==> config.mk <==
export PLATFORM = sky130hd
export DESIGN_NAME = tts_ctrl
export DESIGN_NICKNAME = d
export VERILOG_FILES = /design/src/hdl/text_terminal_cursor_scroll_assert.svh /design/src/hdl/tts_pkg.sv /design/src/hdl/tts_addr_map.sv /design/src/hdl/tts_ctrl.sv
export SDC_FILE = /design/constraint.sdc
export NUM_CORES = 1
export LEC_CHECK = 0
export BUFFER_PORTS_ARGS = -buffer_cell sky130_fd_sc_hd__buf_2
export CAP_MARGIN = 20
export CORE_MARGIN = 8
export CORE_UTILIZATION = 25
export CTS_CLUSTER_DIAMETER = 200
export DETAILED_ROUTE_END_ITERATION = 12
export GPL_ROUTABILITY_DRIVEN = 0
export PLACE_DENSITY = 0.53
export SLEW_MARGIN = 20
export SYNTH_ARGS = -nofsm -noshare
export SYNTH_HDL_FRONTEND = slang
export SYNTH_SLANG_ARGS = --single-unit
export TNS_END_PERCENT = 1
==> constraint.sdc <==
create_clock -name clk_i -period 5.5 [get_ports clk_i]
set_input_delay 0.275 -clock clk_i [delete_from_list [all_inputs] [get_ports clk_i]]
set_output_delay 0.275 -clock clk_i [all_outputs]
set_load 0.05 [all_outputs]
==> src/hdl/text_terminal_cursor_scroll_assert.svh <==
// Assertion macros for the text terminal block.
// Every check is clocked on clk_i and held off while rst_ni is low.
`ifndef TEXT_TERMINAL_CURSOR_SCROLL_ASSERT_SVH
`define TEXT_TERMINAL_CURSOR_SCROLL_ASSERT_SVH

`define TTS_ASSERT(lbl, prop, msg) \
  lbl: assert property (@(posedge clk_i) disable iff (!rst_ni) (prop)) else $error(msg);

`define TTS_ASSERT_IMPL(lbl, ante, cons, msg) \
  `TTS_ASSERT(lbl, (ante) |-> (cons), msg)

`endif

==> src/hdl/tts_pkg.sv <==
package tts_pkg;

  localparam int unsigned ScreenColumns = 80;
  localparam int unsigned ScreenRows    = 25;

  localparam logic [7:0] NewlineChar    = 8'h0A;
  localparam logic [7:0] NullChar       = 8'h00;
  localparam logic [7:0] SpaceChar      = 8'h20;
  localparam logic [7:0] BlankColor     = 8'h07;
  localparam logic [7:0] ResetTextColor = 8'h07;

  typedef enum logic [1:0] {
    OpPut  = 2'd0,
    OpMove = 2'd1,
    OpFill = 2'd2,
    OpRead = 2'd3
  } op_e;

  typedef struct packed {
    logic [7:0] color;
    logic [7:0] code;
  } cell_t;

  localparam cell_t BlankCell = '{color: BlankColor, code: SpaceChar};

  typedef struct packed {
    op_e        op;
    logic [7:0] char_code;
    logic [6:0] col;
    logic [4:0] row;
    logic [6:0] end_col;
    logic [4:0] end_row;
  } in_item_t;

  typedef struct packed {
    logic [6:0] cursor_col;
    logic [4:0] cursor_row;
    logic       scrolled;
    logic [7:0] cell_char;
    logic [7:0] cell_color;
  } out_item_t;

endpackage

==> src/hdl/tts_addr_map.sv <==
module tts_addr_map import tts_pkg::*; #(
  parameter int unsigned SCREEN_COLUMNS = ScreenColumns,
  parameter int unsigned SCREEN_ROWS    = ScreenRows,
  localparam int unsigned Depth   = SCREEN_COLUMNS * SCREEN_ROWS,
  localparam int unsigned AddrW   = (Depth > 1) ? $clog2(Depth) : 1,
  localparam int unsigned RowIdxW = (SCREEN_ROWS > 1) ? $clog2(SCREEN_ROWS) : 1
) (
  input  logic [RowIdxW-1:0] top_i,
  input  logic [6:0]         col_i,
  input  logic [6:0]         row_i,
  output logic [AddrW-1:0]   addr_o
);

  localparam logic [6:0] RowsW = 7'(SCREEN_ROWS);

  logic [6:0] row_sum;
  logic [6:0] phys_row;

  // Rows live in a ring: logical row 0 sits at physical row top_i.
  always_comb begin
    row_sum  = row_i + 7'(top_i);
    phys_row = (row_sum >= RowsW) ? row_sum - RowsW : row_sum;
    addr_o   = AddrW'(phys_row) * AddrW'(SCREEN_COLUMNS) + AddrW'(col_i);
  end

endmodule

==> src/hdl/tts_ctrl.sv <==
module tts_ctrl import tts_pkg::*; #(
  parameter int unsigned SCREEN_COLUMNS = ScreenColumns,
  parameter int unsigned SCREEN_ROWS    = ScreenRows,
  localparam int unsigned Depth   = SCREEN_COLUMNS * SCREEN_ROWS,
  localparam int unsigned AddrW   = (Depth > 1) ? $clog2(Depth) : 1,
  localparam int unsigned RowIdxW = (SCREEN_ROWS > 1) ? $clog2(SCREEN_ROWS) : 1
) (
  input  logic             clk_i,
  input  logic             rst_ni,
  input  logic [7:0]       text_color_i,
  input  logic             in_valid_i,
  output logic             in_ready_o,
  input  in_item_t         in_data_i,
  output logic             out_valid_o,
  input  logic             out_ready_i,
  output out_item_t        out_data_o,
  output logic             mem_we_o,
  output logic [AddrW-1:0] mem_waddr_o,
  output cell_t            mem_wdata_o,
  output logic [AddrW-1:0] mem_raddr_o,
  input  cell_t            mem_rdata_i
);

  localparam logic [7:0]         ColsW    = 8'(SCREEN_COLUMNS);
  localparam logic [6:0]         RowsW    = 7'(SCREEN_ROWS);
  localparam logic [6:0]         LastCol  = 7'(SCREEN_COLUMNS - 1);
  localparam logic [6:0]         LastRow  = 7'(SCREEN_ROWS - 1);
  localparam logic [RowIdxW-1:0] LastTop  = RowIdxW'(SCREEN_ROWS - 1);
  localparam logic [AddrW-1:0]   LastAddr = AddrW'(Depth - 1);

  typedef enum logic [2:0] {
    StClear,
    StIdle,
    StExec,
    StFill,
    StScroll,
    StReadTake,
    StDone
  } state_e;

  state_e             state_q, state_d;
  logic [AddrW-1:0]   clr_q, clr_d;
  logic [RowIdxW-1:0] top_q, top_d;
  logic [6:0]         cur_col_q, cur_col_d;
  logic [4:0]         cur_row_q, cur_row_d;
  logic               out_valid_q, out_valid_d;

  in_item_t           item_q, item_d;
  logic [6:0]         ec_q, ec_d;
  logic [4:0]         er_q, er_d;
  logic [6:0]         x_q, x_d;
  logic [6:0]         y_q, y_d;
  logic               scrolled_q, scrolled_d;
  cell_t              rd_cell_q, rd_cell_d;
  out_item_t          out_q, out_d;

  logic [AddrW-1:0]   map_addr;
  logic               new_line;

  tts_addr_map #(
    .SCREEN_COLUMNS(SCREEN_COLUMNS),
    .SCREEN_ROWS   (SCREEN_ROWS)
  ) u_addr_map (
    .top_i (top_q),
    .col_i (x_q),
    .row_i (y_q),
    .addr_o(map_addr)
  );

  always_comb begin
    state_d     = state_q;
    clr_d       = clr_q;
    top_d       = top_q;
    cur_col_d   = cur_col_q;
    cur_row_d   = cur_row_q;
    out_valid_d = out_valid_q;
    item_d      = item_q;
    ec_d        = ec_q;
    er_d        = er_q;
    x_d         = x_q;
    y_d         = y_q;
    scrolled_d  = scrolled_q;
    rd_cell_d   = rd_cell_q;
    out_d       = out_q;
    new_line    = 1'b0;

    in_ready_o  = (state_q == StIdle);
    mem_we_o    = 1'b0;
    mem_waddr_o = map_addr;
    mem_raddr_o = map_addr;
    mem_wdata_o = '{color: text_color_i, code: item_q.char_code};

    if (out_valid_q && out_ready_i) begin
      out_valid_d = 1'b0;
    end

    case (state_q)
      StClear: begin
        mem_we_o    = 1'b1;
        mem_waddr_o = clr_q;
        mem_wdata_o = BlankCell;
        clr_d       = clr_q + AddrW'(1);
        if (clr_q == LastAddr) begin
          state_d = StIdle;
        end
      end

      StIdle: begin
        if (in_valid_i) begin
          item_d     = in_data_i;
          ec_d       = ({1'b0, in_data_i.end_col} > ColsW) ? ColsW[6:0] : in_data_i.end_col;
          er_d       = ({2'b0, in_data_i.end_row} > RowsW) ? RowsW[4:0] : in_data_i.end_row;
          scrolled_d = 1'b0;
          rd_cell_d  = '0;
          if (in_data_i.op == OpPut) begin
            x_d = cur_col_q;
            y_d = 7'(cur_row_q);
          end else begin
            x_d = in_data_i.col;
            y_d = 7'(in_data_i.row);
          end
          state_d = StExec;
        end
      end

      StExec: begin
        state_d = StDone;
        case (item_q.op)
          OpPut: begin
            if (item_q.char_code == NewlineChar) begin
              new_line = 1'b1;
            end else if (item_q.char_code != NullChar) begin
              mem_we_o = 1'b1;
              if ({1'b0, cur_col_q} + 8'd1 >= ColsW) begin
                new_line = 1'b1;
              end else begin
                cur_col_d = cur_col_q + 7'd1;
              end
            end
            if (new_line) begin
              cur_col_d = '0;
              if ({2'b0, cur_row_q} + 7'd1 < RowsW) begin
                cur_row_d = cur_row_q + 5'd1;
              end else begin
                // old top row turns into the new bottom row and gets blanked
                top_d      = (top_q == LastTop) ? '0 : top_q + RowIdxW'(1);
                x_d        = '0;
                y_d        = LastRow;
                scrolled_d = 1'b1;
                state_d    = StScroll;
              end
            end
          end
          OpMove: begin
            cur_col_d = ({1'b0, item_q.col} < ColsW) ? item_q.col : LastCol;
            cur_row_d = ({2'b0, item_q.row} < RowsW) ? item_q.row : LastRow[4:0];
          end
          OpFill: begin
            if (x_q < ec_q && y_q < {2'b0, er_q}) begin
              state_d = StFill;
            end
          end
          OpRead: begin
            if ({1'b0, x_q} < ColsW && y_q < RowsW) begin
              state_d = StReadTake;
            end
          end
          default: begin
            state_d = StDone;
          end
        endcase
      end

      StFill: begin
        mem_we_o = 1'b1;
        if (x_q + 7'd1 == ec_q) begin
          x_d = item_q.col;
          if (y_q + 7'd1 == {2'b0, er_q}) begin
            state_d = StDone;
          end else begin
            y_d = y_q + 7'd1;
          end
        end else begin
          x_d = x_q + 7'd1;
        end
      end

      StScroll: begin
        mem_we_o    = 1'b1;
        mem_wdata_o = BlankCell;
        if (x_q == LastCol) begin
          state_d = StDone;
        end else begin
          x_d = x_q + 7'd1;
        end
      end

      StReadTake: begin
        rd_cell_d = mem_rdata_i;
        state_d   = StDone;
      end

      StDone: begin
        if (!out_valid_q || out_ready_i) begin
          out_valid_d = 1'b1;
          out_d       = '{cursor_col: cur_col_q,
                          cursor_row: cur_row_q,
                          scrolled:   scrolled_q,
                          cell_char:  rd_cell_q.code,
                          cell_color: rd_cell_q.color};
          state_d     = StIdle;
        end
      end

      default: begin
        state_d = StIdle;
      end
    endcase
  end

  always_ff @(posedge clk_i or negedge rst_ni) begin
    if (!rst_ni) begin
      state_q     <= StClear;
      clr_q       <= '0;
      top_q       <= '0;
      cur_col_q   <= '0;
      cur_row_q   <= '0;
      out_valid_q <= 1'b0;
    end else begin
      state_q     <= state_d;
      clr_q       <= clr_d;
      top_q       <= top_d;
      cur_col_q   <= cur_col_d;
      cur_row_q   <= cur_row_d;
      out_valid_q <= out_valid_d;
    end
  end

  always_ff @(posedge clk_i) begin
    item_q     <= item_d;
    ec_q       <= ec_d;
    er_q       <= er_d;
    x_q        <= x_d;
    y_q        <= y_d;
    scrolled_q <= scrolled_d;
    rd_cell_q  <= rd_cell_d;
    out_q      <= out_d;
  end

  assign out_valid_o = out_valid_q;
  assign out_data_o  = out_q;

endmodule
==> results of run 1 <==
cell type report:
| class | instances | area [sq um] | area share |
|---|---|---|---|
| Multi-Input combinational cell | 483 | 3440 | 0.377 |
| Clock inverter | 15 | 155 | 0.0170 |
| Inverter | 37 | 139 | 0.0152 |
| Sequential cell | 126 | 3630 | 0.398 |
| Tap cell | 384 | 480 | 0.0527 |
| Timing Repair Buffer | 157 | 853 | 0.0936 |
| Clock buffer | 17 | 425 | 0.0467 |
critical path: cells and delay by family, from the launching register on:
family                   cells  cell delay (ns)
AO/OA/AOI/OAI                4             0.88
AND/OR/NAND/NOR              4             0.84
XOR/XNOR                     3             0.41
adder cells (fa/ha/maj)      3             1.18
buffers and inverters        2             0.34
multiplexers                 2             0.46
flip-flops                   1             0.45
layer usage:
metal	global-route usage	up-vias	routed length [um]	share of wire
li1	-	2756	-	-
met1	0.149	2669	9110	0.46
met2	0.190	149	9530	0.48
met3	0.0305	22	990	0.050
met4	0.0378	2	266	0.013
met5	0	-	12	0.00060
registers in the layout, indices dropped and copies added (netlist names), 3 cells and up:
| signal | count |
|---|---|
| item_q | 22 |
| rd_cell_q | 16 |
| y_q | 7 |
| x_q | 7 |
| state_q | 3 |
| cur_col_q | 7 |
| ec_q | 7 |
| top_q | 5 |
| out_data_o | 29 |
| cur_row_q | 5 |
| er_q | 5 |
| clr_q | 11 |
stage by stage:
step | utilization | hold WS [ns] | instances | instance area [sq um]
final | 0.319 | 0.0226 | 1219 | 9120
after detailed placement | 0.292 | 0.405 | 1172 | 8340
after global placement | 0.292 | 0.401 | 1172 | 8340
after CTS | 0.313 | 0.00853 | 1207 | 8950
after floorplan | - | -0.0206 | 671 | 7230
after global routing | 0.319 | 0.00507 | 1219 | 9120
worst min path at each step:
| stage | start | endpoint | slack [ns] |
|---|---|---|---|
| after floorplan | rst_ni | clr_q[0] | -0.02 |
| after global placement | rd_cell_q[8] | out_data_o[0] | 0.40 |
| after detailed placement | rd_cell_q[7] | out_data_o[15] | 0.41 |
| after CTS | in_data_i[27] | item_q[27] | 0.009 |
| after global routing | in_data_i[31] | item_q[31] | 0.005 |
| final | in_data_i[27] | item_q[27] | 0.02 |
timing repair:
| action | CTS | global route |
|---|---|---|
| resized for setup | 2 | 20 |
| endpoints found under the setup margin | 1 | 2 |
| hold endpoints to repair | 32 | 0 |
| buffers inserted | 2 | 11 |
| pin swaps | 1 | 4 |
| hold buffers | 1 | 0 |
placed cells by master, fill, tap and decap left out, types with 3 or more instances in the layout:
cell type / count
and3_1: 20
nand3_1: 29
dfrtp_1: 30
buf_4: 25
inv_1: 37
and2_1: 8
a21oi_1: 32
o22ai_1: 5
o21ai_0: 36
nand2_1: 54
nor3_2: 3
o211ai_1: 4
buf_2: 130
a21o_1: 7
ha_1: 33
or2_2: 6
nand4_1: 3
o221ai_1: 4
nor2b_1: 22
inv_6: 5
edfxtp_1: 94
xor2_1: 13
o31ai_1: 5
clkbuf_16: 17
xnor2_1: 30
o21a_1: 7
nor3_1: 10
a22oi_1: 3
inv_8: 7
a221oi_1: 5
mux2_2: 11
a32oi_1: 5
mux2i_1: 13
nand2b_1: 10
nor4_1: 7
nor2_1: 40
logic make-up (layout without fill, tap and decap cells):
group           after synthesis  count (layout)  synth area share
simple gates                232             232             0.169
compound gates              143             143             0.133
flops                       126             126             0.502
buf+inv                      62             226            0.0364
xor+xnor                     46              46            0.0558
fa+ha+maj                    38              38            0.0690
mux                          24              24            0.0352
==> impl_metrics.yaml, run 1 <==
setup_path:
  startpoint: "y_q[4]"
  rr_worst_depth: 9
  rr_endpoint: "y_q[2]"
  crit_end: "mem_waddr_o[10]"
  reg2reg_slack_ns: 2.18
  end_kind: "output port"
  crit_fanout: 6
  crit_path_max_incr_delay_ns: 0.56
  worstPathRequired_ns: 5.22
  arrival_ns: 4.97
  crit_chain: "ha_1 -> nor2b_1 -> a221oi_1 -> nand3b_1 -> nor3_4 -> buf_4 -> mux2i_1 -> xnor2_1 -> ha_2 -> fa_1 -> nand2_1 -> o21bai_2 -> o21a_1 -> o22a_1 -> xnor2_2 -> xnor2_2 -> mux2_2 -> buf_4"
  cp-start-kind: "flop"
  r2r_start: "cur_col_q[0]"
  cpMaxStageDelayCell: "fa_1"
  critPathKind: "reg -> out"
timing:
  hold_viol: 0
  drv_slew: 0
  fin_tns_setup_ns: 0
  tightest_slew_ns: 1.04
  final.setup_skew_ns: 0.0108
  period_needed_ns: 5.24
  max_freq_mhz: 191
  layout_setup_ws_ns: 0.259
  finalCritPeriodShare: 0.953
  setup_violations: 0
  slew_headroom: 0.304
cts:
  clk_latency_ns: 0.43
  cts_buffers: 17
  clk_pin_slew_worst_paths_ns: 0.06
  numClockSinks: 126
  cts_root_buffer: "clkbuf_16"
  h-tree-depth: 4
  cts_buffer_depth: 2
  cts_tree: "done"
logic_synthesis:
  yosysSeqAreaShare: 0.502
  synthArstFlopShare: 0.254
  yosysTopAreaCell: "edfxtp_1"
  synth_area_sq_um: 7220
  syn-mean-instance-area_sq_um: 10.8
  synth_flop_cell: "edfxtp_1"
  syn-num-nets: 771
  synth_edf_count: 94
  synth.most_common_cell: "edfxtp_1"
  synth_seq_cells: 126
  yosys-top-cells-count: "94 x edfxtp_1, 54 x nand2_1, 41 x nor2_1"
  synth_warnings: 0
  syn_inst: 671
  synth_top_cell_area_share: 0.391
  synth_cell_types: 67
  synth.area.top_cells: "edfxtp_1 39%, dfrtp_1 11%, ha_1 6.1%"
drt:
  wl_per_cell_um: 16.3
  vias_per_cell: 4.59
  final_antenna_net_count: 0
  drt-total-wl_um: 19900
  vias: 5598
  drcViolationCount: 0
  drt_first_pass_iters: 5
  drtIter0Drc: 460
floorplanning:
  die_x_um: 186
  io_pins: 132
  core.rowCount: 62
  fp.dieH_um: 186
  core_sq_um: 28500
  start_util: 0.253
  die_area_sq_um: 34600
placement:
  port_buffers: 131
  dp_hpwl_um: 14900
  dp_slack_ns: 0.358
status:
  status: "finished clean"
worst_hold_path:
  holdPathStages: 1
  hold_class: "in -> reg"
cells_and_area:
  drive_gt1_frac: 0.281
  layout.nets: 922
  nFillCells: 2987
  antenna-diode-count: 0
  area_growth_pct: 26.3
global_route:
  antenna_found_initial: 1
  grt_overflow: 0
  grt_use_total: 0.117
  grt_pass1_vias: 5643
  grt_max_degree: 35
  grt_first_pass_wirelength_um: 31400
job:
  drv_cap: 0
Power of run 1 is left out: the tool's default activity adds up to more than one toggle a clock period on the data nets, which glitch-free logic cannot reach.
==> run 2, diff against run 1 <==
==> constraint.sdc (replaced) <==
create_clock -name clk_i -period 5.5 [get_ports clk_i]
set_input_delay 1.1 -clock clk_i [delete_from_list [all_inputs] [get_ports clk_i]]
set_output_delay 1.1 -clock clk_i [all_outputs]
set_load 0.05 [all_outputs]
==> impl_metrics.yaml, run 2 (synthesis gave the netlist of run 1 again) <==
cts:
  clk_pin_slew_worst_paths_ns: 0.06
  cts_tree: "done"
  cts_buffers: 17
  numClockSinks: 126
  cts_root_buffer: "clkbuf_16"
  h-tree-depth: 4
  clk_latency_ns: 0.42
  cts_buffer_depth: 2
global_route:
  grt_pass1_vias: 5751
  antenna_found_initial: 2
  grt_overflow: 0
  busiest_layer: "met2"
  grt_use_met2: 0.180
  grt_use_total: 0.120
  grt_first_pass_wirelength_um: 32000
  met3_usage: 0.0334
  grt_max_degree: 36
  grtUsageMet1: 0.164
drt:
  drcViolationCount: 0
  wl_per_cell_um: 16.5
  drt-total-wl_um: 20600
  vias: 5753
  drtIter0Drc: 391
  drt_first_pass_iters: 5
  vias_per_cell: 4.62
  final_antenna_net_count: 0
job:
  drv_cap: 0
setup_path:
  critPathKind: "reg -> out"
  end_kind: "output port"
  crit_fanout: 4
  cp-start-kind: "flop"
  worstPathRequired_ns: 4.40
  arrival_ns: 4.74
floorplanning:
  fp.dieH_um: 186
  start_util: 0.253
  die_area_sq_um: 34600
  core.rowCount: 62
  io_pins: 132
  die_x_um: 186
  core_sq_um: 28500
cells_and_area:
  drive_gt1_frac: 0.310
  stdcell_count: 1244
  final_common_cell: "buf_2"
  antenna-diode-count: 0
  layout.nets: 947
  area_growth_pct: 30.7
  largest_reg_flops: 29
  final_cell_mix: "128 x buf_2, 94 x edfxtp_1, 54 x nand2_1"
timing:
  max_freq_mhz: 171
  slew_headroom: 0.403
  period_needed_ns: 5.84
  tightest_slew_ns: 0.883
  finalCritPeriodShare: 1.06
  layout_setup_ws_ns: -0.336
  final.setup_skew_ns: 0.0104
  setup_violations: 2
  hold_viol: 0
  rsz0062_at_grt: "true"
  drv_slew: 0
status:
  violations: "negative setup slack"
  status: "finished, violations left"
placement:
  port_buffers: 131
  place_inst: 1202
  dp_hpwl_um: 16000
worst_hold_path:
  hold_class: "reg -> reg"
[run 2: worst paths after layout]
| kind | endpoint | slack (ns) | start | cells after the start |
|---|---|---|---|---|
| min in group asynchronous | cur_row_q[1] | 0.78 | rst_ni | 1 |
| max reg2reg | y_q[0] | 2.24 | x_q[1] | 9 |
| max in group asynchronous | clr_q[1] | 4.22 | rst_ni | 1 |
| min | out_data_o[0] | 0.42 | rd_cell_q[8] | 0 |
| min reg2reg | out_data_o[0] | 0.42 | rd_cell_q[8] | 0 |
| max | mem_waddr_o[10] | -0.34 | y_q[0] | 21 |
[run 2: cell type report]
type,count,area [sq um]
clock buffers,18,429
well taps,384,480
repair buffers,182,1080
fillers,2991,19100
inverters,37,139
clock inverters,14,120
multi-input cells,483,3560
flip-flops and latches,126,3620
[run 2: critical path: stages, from the launching register on]
cell and delay (ns):
edfxtp_1 0.36, ha_2 0.19, inv_2 0.04, fa_2 0.34, nand2b_4 0.17, a21oi_4 0.20
xnor2_4 0.11, nor3_4 0.21, nor3_4 0.06, nand2b_4 0.15, xor2_2 0.18, ha_2 0.20
ha_4 0.16, fa_1 0.55, nand2_1 0.07, o21bai_4 0.18, o21a_1 0.17, o22a_1 0.22
xnor2_2 0.23, xnor2_4 0.09, mux2_4 0.28, buf_8 0.15
[run 2: metal layers]
metal,share of wire,vias to the layer above,wire length (um)
met1,0.48,2738,9900
met4,0.017,2,358
met3,0.062,23,1280
li1,-,2824,-
met5,0.00039,-,8
met2,0.44,166,9040
[run 2: what timing repair did]
action,in CTS,in global routing
endpoints found under the setup margin,3,5
gates resized for setup,12,12
hold buffers,0,0
endpoints found under the hold margin,0,0
setup buffers,7,2
pin swaps,17,8
[run 2: stage by stage]
stage          utilization  setup TNS (ns)  worst slack (ns)  instance area (sq um)  hold WS (ns)
2_1_floorplan            -          -0.814            -0.311                   7370         0.400
3_3_place_gp         0.305         -0.0924           -0.0924                   8720         0.401
3_5_place_dp         0.305          -0.250            -0.203                   8720         0.405
4_1_cts              0.328          -0.680            -0.390                   9370         0.419
5_1_grt              0.331           -1.13            -0.605                   9440         0.426
6_report             0.331          -0.569            -0.336                   9440         0.418
Power of run 2 is left out for the same reason.
